`src/u2g_pkg.sv`:
```
// ----------------------------------------------------------------------------
// u2g_pkg
// Shared types, constants and glyph lookup tables for the UTF-8 to glyph code
// transcoder.
// ----------------------------------------------------------------------------
package u2g_pkg;

  // Glyph codes
  localparam logic [7:0] GlyphChecker = 8'd127;
  localparam logic [7:0] GlyphSpace   = 8'd32;
  localparam logic [7:0] GlyphNone    = 8'd0;
  localparam logic [7:0] GlyphEmoji   = 8'd129;
  localparam logic [7:0] C3Offset     = 8'd64;

  // Lead and control byte codes
  localparam logic [7:0] ByteNul  = 8'h00;
  localparam logic [7:0] ByteLf   = 8'h0A;
  localparam logic [7:0] ByteCtlEnd = 8'h20;
  localparam logic [7:0] LeadC2   = 8'hC2;
  localparam logic [7:0] LeadC3   = 8'hC3;
  localparam logic [7:0] LeadC4   = 8'hC4;
  localparam logic [7:0] LeadC5   = 8'hC5;
  localparam logic [7:0] LeadE2   = 8'hE2;
  localparam logic [7:0] LeadF0   = 8'hF0;

  // Lead class masks
  localparam logic [7:0] Mask2 = 8'b1110_0000;
  localparam logic [7:0] Pat2  = 8'b1100_0000;
  localparam logic [7:0] Mask3 = 8'b1111_0000;
  localparam logic [7:0] Pat3  = 8'b1110_0000;
  localparam logic [7:0] Mask4 = 8'b1111_1000;
  localparam logic [7:0] Pat4  = 8'b1111_0000;

  // Four-byte emoji sequence continuation bytes
  localparam logic [7:0] F0Cont1 = 8'h9F;
  localparam logic [7:0] F0Cont2 = 8'h90;
  localparam logic [7:0] F0Cont3 = 8'hB1;

  // Euro sign and general punctuation prefixes for E2 sequences
  localparam logic [7:0] E2Euro1 = 8'h82;
  localparam logic [7:0] E2Euro2 = 8'hAC;
  localparam logic [7:0] E2Punct = 8'h80;

  typedef enum logic [3:0] {
    MODE_IDLE = 4'd0,
    MODE_RUN  = 4'd1,
    MODE_SKIP = 4'd2,
    MODE_C2   = 4'd3,
    MODE_C3   = 4'd4,
    MODE_C4   = 4'd5,
    MODE_C5   = 4'd6,
    MODE_E2A  = 4'd7,
    MODE_E2B  = 4'd8,
    MODE_F0A  = 4'd9,
    MODE_F0B  = 4'd10,
    MODE_F0C  = 4'd11
  } mode_e;

  // What one input byte produces: count copies of one glyph
  typedef struct packed {
    logic [7:0] glyph;
    logic       glyph_valid;
    logic       end_of_text;
    logic [1:0] count;
  } dec_res_t;

  // Outcome of decoding a byte as a lead byte
  typedef struct packed {
    logic [7:0] glyph;
    logic [1:0] count;
    mode_e      mode;
    logic [1:0] skip;
  } lead_t;

  function automatic logic [7:0] map_c2(input logic [7:0] c);
    logic [7:0] g;
    case (c)
      8'h86:   g = 8'd134;
      8'h87:   g = 8'd135;
      8'h89:   g = 8'd137;
      8'hA0:   g = 8'd129;
      8'hA7:   g = 8'd167;
      8'hB0:   g = 8'd176;
      8'hB1:   g = 8'd177;
      8'hB2:   g = 8'd178;
      8'hB3:   g = 8'd179;
      8'hB5:   g = 8'd181;
      8'hB9:   g = 8'd185;
      8'hBA:   g = 8'd186;
      default: g = GlyphChecker;
    endcase
    return g;
  endfunction

  function automatic logic [7:0] map_c4(input logic [7:0] c);
    logic [7:0] g;
    case (c)
      8'h8C:   g = 8'd142;
      8'h8D:   g = 8'd157;
      default: g = GlyphChecker;
    endcase
    return g;
  endfunction

  function automatic logic [7:0] map_c5(input logic [7:0] c);
    logic [7:0] g;
    case (c)
      8'hA0:   g = 8'd138;
      8'hA1:   g = 8'd154;
      8'hBD:   g = 8'd143;
      8'hBE:   g = 8'd158;
      default: g = GlyphChecker;
    endcase
    return g;
  endfunction

  function automatic logic [7:0] map_e2(input logic [7:0] a, input logic [7:0] b);
    logic [7:0] g;
    g = GlyphChecker;
    if (a == E2Euro1 && b == E2Euro2) begin
      g = 8'd128;
    end else if (a == E2Punct) begin
      case (b)
        8'h93:   g = 8'd150;
        8'h94:   g = 8'd151;
        8'hA2:   g = 8'd183;
        8'hA6:   g = 8'd133;
        8'hB0:   g = 8'd137;
        default: g = GlyphChecker;
      endcase
    end
    return g;
  endfunction

  // Classify a byte seen while waiting for a lead byte
  function automatic lead_t lead_decode(input logic [7:0] b);
    lead_t r;
    r.glyph = GlyphChecker;
    r.count = 2'd0;
    r.mode  = MODE_IDLE;
    r.skip  = 2'd0;
    if (!b[7]) begin
      r.count = 2'd1;
      if (b == ByteNul || b == ByteLf) begin
        r.glyph = GlyphSpace;
      end else if (b < ByteCtlEnd) begin
        r.glyph = GlyphChecker;
      end else begin
        r.glyph = b;
      end
    end else if ((b & Mask2) == Pat2) begin
      if (b == LeadC2) begin
        r.mode = MODE_C2;
      end else if (b == LeadC3) begin
        r.mode = MODE_C3;
      end else if (b == LeadC4) begin
        r.mode = MODE_C4;
      end else if (b == LeadC5) begin
        r.mode = MODE_C5;
      end else begin
        r.count = 2'd1;
        r.mode  = MODE_SKIP;
        r.skip  = 2'd1;
      end
    end else if ((b & Mask3) == Pat3) begin
      if (b == LeadE2) begin
        r.mode = MODE_E2A;
      end else begin
        r.count = 2'd2;
        r.mode  = MODE_SKIP;
        r.skip  = 2'd2;
      end
    end else if ((b & Mask4) == Pat4) begin
      if (b == LeadF0) begin
        r.mode = MODE_F0A;
      end else begin
        r.count = 2'd3;
        r.mode  = MODE_SKIP;
        r.skip  = 2'd3;
      end
    end else begin
      r.mode = MODE_RUN;
    end
    return r;
  endfunction

endpackage

```
`src/utf8_to_glyph_code_transcoder.sv`:
```
// ----------------------------------------------------------------------------
// utf8_to_glyph_code_transcoder
// Converts a UTF-8 byte stream into 8-bit display glyph codes, zero to three
// results per byte, with end of message flushing.
// ----------------------------------------------------------------------------
//  Channel | Handshake               | Payload
//  --------+-------------------------+-------------------------------------
//  in      | in_valid_i / in_stall_o | in_byte_i, last_byte_i
//  out     | out_valid_o/out_stall_i | glyph_o, glyph_valid_o, end_of_text_o,
//          |                         | run_last_o
//
// A byte is decoded in the cycle it is accepted and its results appear in the
// result register on the next cycle. A byte yielding one result or none can be
// followed in the next cycle unless the output stalls; a byte yielding more
// results holds the result register, and the input is stalled until its last copy leaves.
// Reset puts the decoder in its idle state and empties the result register.
// ----------------------------------------------------------------------------
module utf8_to_glyph_code_transcoder (
  input  logic       clk_i,
  input  logic       rst_ni,
  input  logic       in_valid_i,
  output logic       in_stall_o,
  input  logic [7:0] in_byte_i,
  input  logic       last_byte_i,
  output logic       out_valid_o,
  input  logic       out_stall_i,
  output logic [7:0] glyph_o,
  output logic       glyph_valid_o,
  output logic       end_of_text_o,
  output logic       run_last_o
);

  u2g_pkg::dec_res_t dec_res;
  logic              emit_free;
  logic              in_accept;

  assign in_stall_o = !emit_free;
  assign in_accept  = in_valid_i && emit_free;

  // Decode the byte stream
  u2g_decoder u_decoder (
    .clk_i       (clk_i),
    .rst_ni      (rst_ni),
    .accept_i    (in_accept),
    .in_byte_i   (in_byte_i),
    .last_byte_i (last_byte_i),
    .res_o       (dec_res)
  );

  // Register and repeat results
  u2g_emitter u_emitter (
    .clk_i         (clk_i),
    .rst_ni        (rst_ni),
    .load_i        (in_accept),
    .res_i         (dec_res),
    .free_o        (emit_free),
    .out_valid_o   (out_valid_o),
    .out_stall_i   (out_stall_i),
    .glyph_o       (glyph_o),
    .glyph_valid_o (glyph_valid_o),
    .end_of_text_o (end_of_text_o),
    .run_last_o    (run_last_o)
  );

  // An end marker only ever closes a message
  a_marker_ends_text : assert property (@(posedge clk_i) disable iff (!rst_ni)
    (out_valid_o && !glyph_valid_o) |-> (end_of_text_o && glyph_o == u2g_pkg::GlyphNone))
    else $error("end marker outside end of text");

  // A new byte only enters when no item is pending or the pending item is finishing
  a_no_overwrite : assert property (@(posedge clk_i) disable iff (!rst_ni)
    (in_valid_i && !in_stall_o) |-> (!out_valid_o || (run_last_o && !out_stall_i)))
    else $error("byte accepted over pending results");

  // The end of a message is always the last copy of its byte
  a_eot_run_last : assert property (@(posedge clk_i) disable iff (!rst_ni)
    (out_valid_o && end_of_text_o) |-> run_last_o)
    else $error("end of text before last copy");

  // A copy that is not the last is followed by another copy
  a_copy_follows : assert property (@(posedge clk_i) disable iff (!rst_ni)
    (out_valid_o && !out_stall_i && !run_last_o) |=> out_valid_o)
    else $error("copies of an item lost");

endmodule

```
`src/u2g_decoder.sv`:
```
// ----------------------------------------------------------------------------
// u2g_decoder
// Holds the sequence state and turns each accepted byte into a glyph code and
// the number of times it is to be emitted.
// ----------------------------------------------------------------------------
module u2g_decoder (
  input  logic               clk_i,
  input  logic               rst_ni,
  input  logic               accept_i,
  input  logic [7:0]         in_byte_i,
  input  logic               last_byte_i,
  output u2g_pkg::dec_res_t  res_o
);

  u2g_pkg::mode_e mode_q, mode_d;
  logic [7:0]     first_cont_q, first_cont_d;
  logic [7:0]     second_cont_q, second_cont_d;
  logic [1:0]     skip_q, skip_d;

  // Decode the byte against the current sequence state
  always_comb begin
    u2g_pkg::lead_t lead;
    logic [7:0]     glyph;
    logic [1:0]     count;
    u2g_pkg::mode_e mode_n;
    logic [1:0]     skip_n;

    lead          = u2g_pkg::lead_decode(in_byte_i);
    glyph         = u2g_pkg::GlyphChecker;
    count         = 2'd0;
    mode_n        = u2g_pkg::MODE_IDLE;
    skip_n        = skip_q;
    first_cont_d  = first_cont_q;
    second_cont_d = second_cont_q;

    case (mode_q)
      u2g_pkg::MODE_RUN: begin
        if (in_byte_i[7]) begin
          count  = 2'd1;
          mode_n = u2g_pkg::MODE_RUN;
        end else begin
          glyph  = lead.glyph;
          count  = lead.count;
          mode_n = lead.mode;
          if (lead.mode == u2g_pkg::MODE_SKIP) begin
            skip_n = lead.skip;
          end
        end
      end
      u2g_pkg::MODE_SKIP: begin
        skip_n = skip_q - 2'd1;
        mode_n = (skip_n == 2'd0) ? u2g_pkg::MODE_IDLE : u2g_pkg::MODE_SKIP;
      end
      u2g_pkg::MODE_C2: begin
        glyph = u2g_pkg::map_c2(in_byte_i);
        count = 2'd1;
      end
      u2g_pkg::MODE_C3: begin
        glyph = in_byte_i + u2g_pkg::C3Offset;
        count = 2'd1;
      end
      u2g_pkg::MODE_C4: begin
        glyph = u2g_pkg::map_c4(in_byte_i);
        count = 2'd1;
      end
      u2g_pkg::MODE_C5: begin
        glyph = u2g_pkg::map_c5(in_byte_i);
        count = 2'd1;
      end
      u2g_pkg::MODE_E2A: begin
        first_cont_d = in_byte_i;
        mode_n       = u2g_pkg::MODE_E2B;
      end
      u2g_pkg::MODE_E2B: begin
        glyph = u2g_pkg::map_e2(first_cont_q, in_byte_i);
        count = 2'd1;
      end
      u2g_pkg::MODE_F0A: begin
        first_cont_d = in_byte_i;
        mode_n       = u2g_pkg::MODE_F0B;
      end
      u2g_pkg::MODE_F0B: begin
        second_cont_d = in_byte_i;
        mode_n        = u2g_pkg::MODE_F0C;
      end
      u2g_pkg::MODE_F0C: begin
        count = 2'd1;
        if (first_cont_q == u2g_pkg::F0Cont1 && second_cont_q == u2g_pkg::F0Cont2
            && in_byte_i == u2g_pkg::F0Cont3) begin
          glyph = u2g_pkg::GlyphEmoji;
        end
      end
      default: begin
        glyph  = lead.glyph;
        count  = lead.count;
        mode_n = lead.mode;
        if (lead.mode == u2g_pkg::MODE_SKIP) begin
          skip_n = lead.skip;
        end
      end
    endcase

    // Flush a sequence cut off by the end of the message
    res_o.glyph       = glyph;
    res_o.glyph_valid = 1'b1;
    res_o.end_of_text = last_byte_i;
    res_o.count       = count;
    if (last_byte_i) begin
      case (mode_n)
        u2g_pkg::MODE_C2, u2g_pkg::MODE_C3, u2g_pkg::MODE_C4, u2g_pkg::MODE_C5: begin
          res_o.glyph = u2g_pkg::GlyphChecker;
          res_o.count = 2'd1;
        end
        u2g_pkg::MODE_E2A, u2g_pkg::MODE_E2B: begin
          res_o.glyph = u2g_pkg::GlyphChecker;
          res_o.count = 2'd2;
        end
        u2g_pkg::MODE_F0A, u2g_pkg::MODE_F0B, u2g_pkg::MODE_F0C: begin
          res_o.glyph = u2g_pkg::GlyphChecker;
          res_o.count = 2'd3;
        end
        default: begin
          // End marker when the final byte yields no glyph
          if (count == 2'd0) begin
            res_o.glyph       = u2g_pkg::GlyphNone;
            res_o.glyph_valid = 1'b0;
            res_o.count       = 2'd1;
          end
        end
      endcase
      mode_d        = u2g_pkg::MODE_IDLE;
      skip_d        = 2'd0;
      first_cont_d  = 8'd0;
      second_cont_d = 8'd0;
    end else begin
      mode_d = mode_n;
      skip_d = skip_n;
    end
  end

  // Advance the sequence state on each accepted byte
  always_ff @(posedge clk_i or negedge rst_ni) begin
    if (!rst_ni) begin
      mode_q        <= u2g_pkg::MODE_IDLE;
      skip_q        <= 2'd0;
      first_cont_q  <= 8'd0;
      second_cont_q <= 8'd0;
    end else if (accept_i) begin
      mode_q        <= mode_d;
      skip_q        <= skip_d;
      first_cont_q  <= first_cont_d;
      second_cont_q <= second_cont_d;
    end
  end

endmodule

```
`src/u2g_emitter.sv`:
```
// ----------------------------------------------------------------------------
// u2g_emitter
// Result register: holds one decoded glyph and repeats it as many times as
// the byte calls for, marking the last copy.
// ----------------------------------------------------------------------------
module u2g_emitter (
  input  logic               clk_i,
  input  logic               rst_ni,
  input  logic               load_i,
  input  u2g_pkg::dec_res_t  res_i,
  output logic               free_o,
  output logic               out_valid_o,
  input  logic               out_stall_i,
  output logic [7:0]         glyph_o,
  output logic               glyph_valid_o,
  output logic               end_of_text_o,
  output logic               run_last_o
);

  logic [1:0] remain_q, remain_d;
  logic [7:0] glyph_q;
  logic       glyph_valid_q;
  logic       eot_q;
  logic       take;

  assign take   = out_valid_o && !out_stall_i;
  // Room for a new item when empty or once the last copy leaves this cycle
  assign free_o = (remain_q == 2'd0) || (remain_q == 2'd1 && take);

  // Count down the copies still to deliver
  always_comb begin
    remain_d = remain_q;
    if (load_i) begin
      remain_d = res_i.count;
    end else if (take) begin
      remain_d = remain_q - 2'd1;
    end
  end

  always_ff @(posedge clk_i or negedge rst_ni) begin
    if (!rst_ni) begin
      remain_q <= 2'd0;
    end else begin
      remain_q <= remain_d;
    end
  end

  // Hold the payload of the current item
  always_ff @(posedge clk_i) begin
    if (load_i) begin
      glyph_q       <= res_i.glyph;
      glyph_valid_q <= res_i.glyph_valid;
      eot_q         <= res_i.end_of_text;
    end
  end

  assign out_valid_o   = (remain_q != 2'd0);
  assign glyph_o       = glyph_q;
  assign glyph_valid_o = glyph_valid_q;
  assign run_last_o    = (remain_q == 2'd1);
  assign end_of_text_o = eot_q && (remain_q == 2'd1);

endmodule
```
`config.mk`:
```
export PLATFORM = sky130hd
export DESIGN_NAME = utf8_to_glyph_code_transcoder
export DESIGN_NICKNAME = d
export VERILOG_FILES = /design/src/u2g_pkg.sv /design/src/utf8_to_glyph_code_transcoder.sv /design/src/u2g_decoder.sv /design/src/u2g_emitter.sv
export SDC_FILE = /design/constraint.sdc
export NUM_CORES = 1
export LEC_CHECK = 0
export ABC_CLOCK_PERIOD_IN_PS = 2860
export BUFFER_PORTS_ARGS = -buffer_cell sky130_fd_sc_hd__clkbuf_2
export CAP_MARGIN = 20
export CELL_PAD_IN_SITES_DETAIL_PLACEMENT = 0
export CELL_PAD_IN_SITES_GLOBAL_PLACEMENT = 2
export CORE_MARGIN = 2
export CORE_UTILIZATION = 36
export DETAILED_ROUTE_END_ITERATION = 16
export GPL_TIMING_DRIVEN = 1
export PLACE_DENSITY = 0.83
export SLEW_MARGIN = 20
export SYNTH_ARGS = -nofsm -noshare
export SYNTH_HDL_FRONTEND = slang
export SYNTH_SLANG_ARGS = --single-unit
```
`constraint.sdc`:
```
create_clock -name clk_i -period 2.86 [get_ports clk_i]
set_clock_uncertainty 0.05 [all_clocks]
set_input_delay 0.429 -clock clk_i [delete_from_list [all_inputs] [get_ports clk_i]]
set_output_delay 0.429 -clock clk_i [all_outputs]
set_load 0.02 [all_outputs]
```
# Word-level counts from Yosys, hierarchy flattened
# Index checks and enable logic that the tools add are counted.
[word_totals]
reg_bits = 34
inputBits = 13
out_inout_bits = 13
word_cells = 157
[op_classes]
add_sub_neg = 3
order_cmp = 1
n_eq_ne = 60
muxes = 53
bitwise_logic = 1
n_reduce_logical = 31
[op_table]
columns = ["cell", "n"]
rows = [
  ["$eq 8x8->1 const B", 32],
  ["$mux 8", 12],
  ["$pmux 8 s12", 1],
  ["$pmux 8 s8", 1],
  ["$pmux 8 s5", 1],
  ["$eq 4x4->1 const B", 9],
  ["$eq 4x3->1 const B", 8],
  ["$pmux 8 s4", 1],
  ["$mux 4", 7],
  ["$mux 2", 13],
  ["$pmux 4 s6", 1],
  ["$mux 9", 2],
  ["$pmux 2 s3", 3],
  ["$reduce_or 9->1", 2],
  ["$eq 4x2->1 const B", 4],
  ["$pmux 8 s2", 1],
  ["$mux 7", 2],
  ["$reduce_or 10->1", 1],
  ["$add 8x7->8 const B", 1],
  ["$eq 8x4->1 const B", 1],
  ["$logic_not 8->1", 1],
  ["$lt 8x6->1 const B", 1],
  ["$reduce_bool 2->1", 4],
  ["$reduce_or 4->1", 2],
  ["20 further kinds", 38],
]

# Depth between registers and ports, before layout
# Gate-level depths: netlist of the first run.
[depth]
ltp_word = 14
mapped_depth = 11
ltp_nobuf = 9

# Modules after synthesis
# From an unflattened synthesis of the first run, not the netlist that was laid out.
[unflattened]
cells_unflattened = 391
hier_area_um2 = 3001.6
[modules_own_cells]
columns = ["mod", "instances", "cells_per_inst", "area_each_um2"]
rows = [
  ["u2g_decoder", 1, 361, 2536.2],
  ["u2g_emitter", 1, 28, 455.4],
  ["utf8_to_glyph_code_transcoder", 1, 2, 10.0],
]

# Least setup slack after synthesis of the first run
# Ideal clock, no wire load.
[synth_timing]
path_type = "input port to flip-flop"
startpoint = "input port in_byte_i[6]"
endpoint = "register u_emitter.glyph_q[3] (netlist: u_emitter.glyph_o[3]), data pin"
arrival_time_ns = 2.291
required_time_ns = 2.539
path_slack_ns = 0.248
path_stages = 9
path_buffers = 1
cell_sequence = "inv_1 -> ha_1 -> buf_2 -> nand3_1 -> or4_4 -> o31a_1 -> a211oi_1 -> a41o_1 -> nand2_1"
[synth_lines]
columns = ["item", "line", "source"]
rows = [
  ["start: declaration", "utf8_to_glyph_code_transcoder.sv:23", "input logic [7:0] in_byte_i,"],
  ["end signal: assignment", "u2g_emitter.sv:51", "glyph_q <= res_i.glyph;"],
  ["end: declaration", "u2g_emitter.sv:21", "logic [7:0] glyph_q;"],
]

==> out/qor.csv, run 1 <==
stage,metric,value,unit
clock_tree,CTS tree,yes,
logic_synthesis,Post-Synth Simple-Gate Area,0.2704,
logic_synthesis,Yosys cell types,76,
logic_synthesis,Synth Area in XOR/XNOR,0.008488,
sta,setup_tns,0,ps
final_layout,post-route cell area,0.003543,mm2
worst_setup_path,startpoint types,flop,
logic_synthesis,cell taking the most area after synthesis,dfrtp_1,
logic_synthesis,Post-Syn Area,0.003095,mm2
route,Total Wirelength,9.445,mm
sta,RSZ-0062 raised after global routing,false,
worst_setup_path,Worst Path Arrival,2620,ps
grt,initial antenna violation count,0,
worst_setup_path,WS Path Type,reg2reg,
sta,Final min period,2640,ps
flow_run,Max Cap Viol,0,
sta,relative slew slack,0.5267,
clock_tree,CTS buffer count,5,
grt,"Remaining Overflow, GRT",0,
floorplan,Site Rows,33,
power,VDD IR max,0.2956,mV
grt,GRT Util Overall,0.2002,
logic_synthesis,area share of the largest cell type after synthesis,0.1940,
floorplan,boundary pin count,26,
min_path,Worst Hold Class,in2async,
final_layout,final core utilization,0.4291,
worst_setup_path,CP top delay family,simple AND/OR/NAND/NOR gates,
placed_design,placed instance count,519,
logic_synthesis,Post-synth EDFFs,10,
worst_setup_path,Crit. End Element,flop,
logic_synthesis,Post-Synthesis Cells,387,
floorplan,CORE AREA,0.008258,mm2
clock_tree,later-pin clock latency in the skew report,290,ps
clock_tree,clock slew at reported path FFs,80,ps
sta,setup violators final,0,
clock_tree,"Hold-fix buffers, CTS",0,
final_layout,n_diodes,0,
sta,period utilization,0.9231,
placed_design,PortBufs,25,
logic_synthesis,synth cell count leaders,"o21ai_0 (48), nand2_1 (41), nor2_1 (25)",
floorplan,starting density of the core,0.3748,
route,DR vias,3135,
logic_synthesis,register area share after synthesis,0.2910,
clock_tree,CTS sink cnt,34,
logic_synthesis,asr flop ratio synth,0.7059,
status,status,completed,
worst_setup_path,"Slowest-stage cell, CP",or4_4,
logic_synthesis,Post-Synth Adder-Cell Area,0.02829,
worst_setup_path,crit path buf inv count,0,
route,routed vias/inst,5.949,
logic_synthesis,Syn. warnings,0,
worst_setup_path,crit path cell chain,nor3b_1 > nand4_1 > or4_4 > o31ai_2 > o21ai_1 > nor4_1 > o21ai_0,
clock_tree,post-CTS setup buffer count,0,
route,drc violations,0,
logic_synthesis,Mapped Nets,407,
sta,fmax,378.8,MHz
sta,Final Hold Vio Count,0,
clock_tree,post-cts sizing count,0,
power,P_leak,1.426,nW
clock_tree,Clock Tree Root,clkbuf_8,
sta,Min Hold Slack,88.09,ps
placed_design,"worst slack, placed",6.967,ps
logic_synthesis,most numerous cell in the Yosys netlist,o21ai_0,
logic_synthesis,"Avg Cell Area, Syn",7.999,um2
sta,fin. max-slew vios,0,
floorplan,Die W,96.73,um
final_layout,FF/Latch Area,900.9,um2
placed_design,hpwl dp,7.244,mm
route,count of TritonRoute iterations in the first routing pass,5,
logic_synthesis,mux cell area share after synthesis,0,
logic_synthesis,top_reg_cell synth,dfrtp_1,
grt,largest net degree at the start of global routing,25,
power,PwrDens,684.8,mW/mm2
grt,global-route wire length before repair,15.40,mm
final_layout,"non-filler cells, final",527,
logic_synthesis,synthesized flop and latch total,34,
floorplan,die height,96.73,um
placed_design,Routability Congestion,0.9106,
final_layout,Final #Nets,441,
power,Tot Pwr,2.426,mW
final_layout,share of post-route cells with drive strength above 1,0.1991,
final_layout,multi-input combinational cell area,0.001967,mm2
route,remaining antenna violation count,0,
worst_setup_path,Critical R2R Capture,u_emitter.glyph_o[1],
clock_tree,Longest Clk Path Bufs,2,
grt,vias in the first global route,2959,
placed_design,Post-DP Area,0.003433,mm2
logic_synthesis,top area cells in the synthesized netlist,"dfrtp_1 (19%), edfxtp_1 (9.7%), o21ai_0 (7.8%)",
worst_setup_path,Setup crit start,u_decoder.first_cont_q[5],
route,Avg WL per Cell,17.92,um
final_layout,fillers,863,
worst_setup_path,R2R setup slack,220,ps
worst_setup_path,"Req. time, crit path",2840,ps
floorplan,die area,0.009357,mm2
logic_synthesis,largest family of logic cells by synthesized area,compound AO/OA/AOI/OAI gates,
worst_setup_path,worst r2r path cells,7,
worst_setup_path,worst flop-to-flop path startpoint,u_decoder.first_cont_q[5],
final_layout,Area Growth Syn to Fin,14.47,%
sta,Slew @ Worst Pin,710.0,ps
route,First DRT Iteration DRCs,262,
worst_setup_path,Max stage delay on crit path,490,ps
logic_synthesis,post-synthesis compound-gate area fraction,0.3270,
sta,setup ws final,219.8,ps
clock_tree,H-tree depth,2,
worst_setup_path,Crit Path Max Fanout,3,
[how the worst max path moves through the flow]
stage                                end  depth (start not counted)  slack [ps]
global route        u_emitter.glyph_o[1]                          7         130
floorplan           u_emitter.glyph_o[3]                          9         250
detailed placement  u_emitter.glyph_o[6]                          8           7
finish              u_emitter.glyph_o[1]                          7         220
global placement    u_emitter.glyph_o[6]                          8         -50
CTS                 u_emitter.glyph_o[6]                          7         250
[area by class of cell]
type / instances / share of cell area
well taps: 105 / 0.03708
clock inverters: 2 / 0.009534
flip-flops and latches: 34 / 0.2542
clock buffers: 6 / 0.02048
inverters: 16 / 0.01695
multi-input cells: 307 / 0.5551
repair buffers: 57 / 0.1066
[registers in the layout, indices dropped and copies added, names as in the netlist]
signal,cells
u_decoder.first_cont_q,8
u_decoder.mode_q,4
u_decoder.second_cont_q,8
u_decoder.skip_q,2
u_emitter.eot_q,1
u_emitter.glyph_o,8
u_emitter.glyph_valid_o,1
u_emitter.remain_q,2
[power by group]
part	switching [mW]	internal [mW]
clock network	0.185	0.257
logic	0.709	0.449
registers	0.113	0.712
[cell families after synthesis]
family | after synthesis
AND/OR/NAND/NOR | 148
flip-flops | 34
XOR/XNOR | 3
AO/OA/AOI/OAI | 149
adder cells (fa/ha/maj) | 7
buffers and inverters | 46
[cell usage in the layout, fill, tap and decap left out, types with 3 or more instances in the layout]
master,instances
o21a_1,5
nor4b_2,3
clkbuf_8,5
o221ai_1,3
o211ai_1,4
edfxtp_1,10
clkbuf_2,25
xnor2_1,3
nor4bb_1,3
inv_1,16
nand3_1,11
o32ai_1,3
nor3b_1,3
a211oi_1,4
nor2b_1,10
or2_2,3
nor2_1,25
a21oi_1,23
nor3_1,7
dfrtp_1,24
a21boi_0,3
nand4_1,6
nor4_1,6
ha_1,7
a31oi_1,12
and3_1,4
o21ai_0,48
buf_4,31
nand2_1,41
o31ai_1,9
nand2b_1,9
[layer usage]
layer  share of wire  global-route usage  vias up
li1                -                   -     1526
met1            0.47              0.2816     1473
met2            0.46              0.3168      126
met3           0.060             0.03468       10
met4           0.013             0.05634        0
met5               0                   0        -
[worst reg2reg max path, stage by stage, from the launching register on]
cell,delay [ps]
dfrtp_1,390
nor3b_1,340
nand4_1,190
or4_4,490
o31ai_2,270
o21ai_1,180
nor4_1,360
o21ai_0,120
Note: power is estimated with default switching activity, not from simulation.
==> run 2: changes to the inputs <==
--- a/config.mk
+++ b/config.mk
@@ -11,11 +11,12 @@
 export CELL_PAD_IN_SITES_DETAIL_PLACEMENT = 0
 export CELL_PAD_IN_SITES_GLOBAL_PLACEMENT = 2
 export CORE_MARGIN = 2
-export CORE_UTILIZATION = 36
+export CORE_UTILIZATION = 30
+export CTS_BUF_LIST = sky130_fd_sc_hd__clkbuf_16
 export DETAILED_ROUTE_END_ITERATION = 16
 export GPL_TIMING_DRIVEN = 1
-export PLACE_DENSITY = 0.83
-export SLEW_MARGIN = 20
+export PLACE_DENSITY = 0.72
+export SLEW_MARGIN = 30
 export SYNTH_ARGS = -nofsm -noshare
 export SYNTH_HDL_FRONTEND = slang
 export SYNTH_SLANG_ARGS = --single-unit
==> run 2 against run 1 <==
  * Register-to-register slack better by 50 ps
  * Combinational power about the same
  * Utilization down 7.1 points
  * Wire length up 4.1%
  * Non-clock buffer count up 3
  * Highest routed layer unchanged
  * Setup slack better by 50 ps
  * First-iteration DRC count up 3.1%
  * Sequential power up 3.2%
  * Sequential cell count unchanged
  * Sequential share of layout area down 0.73 points
  * Via count down 1.5%
  * Total power up 6.8%
==> out/qor.csv, run 2 (synthesis gave the netlist of run 1 again) <==
stage,metric,value,unit
grt,GRT Util Overall,0.1826,
clock_tree,"Hold-fix buffers, CTS",0,
placed_design,Post-DP Area,0.003486,mm2
clock_tree,CTS buffer count,5,
clock_tree,Longest Clk Path Bufs,2,
clock_tree,Clock Tree Root,clkbuf_16,
floorplan,die area,0.01115,mm2
worst_setup_path,"Slowest-stage cell, CP",or4_4,
clock_tree,later-pin clock latency in the skew report,270,ps
route,Avg WL per Cell,17.52,um
floorplan,CORE AREA,0.01018,mm2
power,PwrDens,710.2,mW/mm2
worst_setup_path,Critical R2R Capture,u_emitter.glyph_o[1],
grt,global-route wire length before repair,16.28,mm
worst_setup_path,Max stage delay on crit path,490,ps
power,VDD IR max,0.2746,mV
power,P_leak,1.465,nW
final_layout,most frequent cells in the layout,"o21ai_0 (48), nand2_1 (41), buf_4 (35), nor2_1 (25), clkbuf_2 (25)",
sta,RSZ-0062 raised after global routing,false,
status,status,completed,
grt,largest net degree at the start of global routing,25,
sta,setup violators final,0,
sta,fin. max-slew vios,0,
clock_tree,CTS tree,yes,
route,routed vias/inst,5.503,
final_layout,Final #Nets,444,
flow_run,Max Cap Viol,0,
final_layout,post-route cell area,0.003649,mm2
floorplan,boundary pin count,26,
placed_design,hpwl dp,7.573,mm
floorplan,Site Rows,37,
min_path,Worst Hold Class,in2async,
clock_tree,post-cts sizing count,0,
sta,setup_tns,0,ps
final_layout,final core utilization,0.3582,
sta,Min Hold Slack,105.8,ps
power,Tot Pwr,2.591,mW
worst_setup_path,crit path cell chain,nor3b_1 > nand4_1 > or4_4 > o31ai_2 > o21ai_1 > nor4_1 > o21ai_0,
floorplan,starting density of the core,0.3039,
route,Total Wirelength,9.829,mm
worst_setup_path,CP top delay family,simple AND/OR/NAND/NOR gates,
sta,fmax,386.1,MHz
clock_tree,H-tree depth,2,
clock_tree,CTS sink cnt,34,
route,remaining antenna violation count,0,
placed_design,PortBufs,25,
sta,relative slew slack,0.5251,
worst_setup_path,worst flop-to-flop path startpoint,u_decoder.first_cont_q[5],
worst_setup_path,worst r2r path cells,7,
grt,vias in the first global route,3015,
grt,initial antenna violation count,0,
sta,Slew @ Worst Pin,712.3,ps
final_layout,Area Growth Syn to Fin,17.87,%
final_layout,n_diodes,0,
sta,Final Hold Vio Count,0,
worst_setup_path,Crit Path Max Fanout,3,
worst_setup_path,Worst Path Arrival,2550,ps
route,DR vias,3087,
floorplan,Die W,105.6,um
route,drc violations,0,
clock_tree,post-CTS setup buffer count,0,
final_layout,share of post-route cells with drive strength above 1,0.2047,
worst_setup_path,crit path buf inv count,0,
placed_design,Routability Congestion,0.8665,
floorplan,die height,105.6,um
sta,period utilization,0.9056,
final_layout,"most common cell after layout, fill and taps aside",o21ai_0,
sta,Final min period,2590,ps
route,First DRT Iteration DRCs,270,
worst_setup_path,startpoint types,flop,
worst_setup_path,R2R setup slack,270,ps
worst_setup_path,"Req. time, crit path",2820,ps
worst_setup_path,Crit. End Element,flop,
grt,"Remaining Overflow, GRT",0,
clock_tree,clock slew at reported path FFs,50,ps
route,count of TritonRoute iterations in the first routing pass,4,
worst_setup_path,WS Path Type,reg2reg,
## run 2: changes by cell type in the layout (fill, tap and decap cells not counted)
cell	before	now
inv_1	16	17
buf_12	1	0
clkbuf_16	0	5
buf_4	31	35
clkbuf_8	5	0
clkbuf_1	1	0
## run 2: layout make-up
type,count,area [um2]
clock buffer,5,125.1
clock inverter,3,37.54
fill,1099,6536
inverter,16,60.06
multi-input combinational,307,1967
sequential,34,900.9
tap,136,170.2
timing repair buffer,60,387.9
## run 2: worst max path at each step
stage,slack [ps],depth (start not counted),from,end
after CTS,260,7,u_decoder.first_cont_q[5],u_emitter.glyph_o[6]
after global placement,40,9,in_byte_i[6],u_emitter.glyph_o[6]
after detailed placement,60,8,in_byte_i[5],u_emitter.glyph_o[6]
after global routing,100,12,in_byte_i[6],u_emitter.glyph_o[0]
final,270,7,u_decoder.first_cont_q[5],u_emitter.glyph_o[1]
after floorplan,250,9,in_byte_i[6],u_emitter.glyph_o[3]
## run 2: power breakdown
group	switching (mW)	leakage [nW]	total, mW	internal [mW]
combinational	0.685	0.978	1.14	0.450
clock	0.200	0.0826	0.604	0.405
sequential	0.139	0.404	0.851	0.712
## run 2: metrics by stage
stage	worst slack, ps	cells
5_1_grt	99.01	561
4_1_cts	255.1	561
6_report	269.9	561
3_3_place_gp	42.76	553
2_1_floorplan	247.8	387
3_5_place_dp	56.13	553
## run 2: routing by layer
metal / GRT usage / vias to the layer above / share of wire
met4: 0.02726 / 0 / 0.0024
met3: 0.03401 / 2 / 0.052
li1: - / 1537 / -
met5: 0 / - / 0
met1: 0.2601 / 1460 / 0.47
met2: 0.2935 / 88 / 0.48
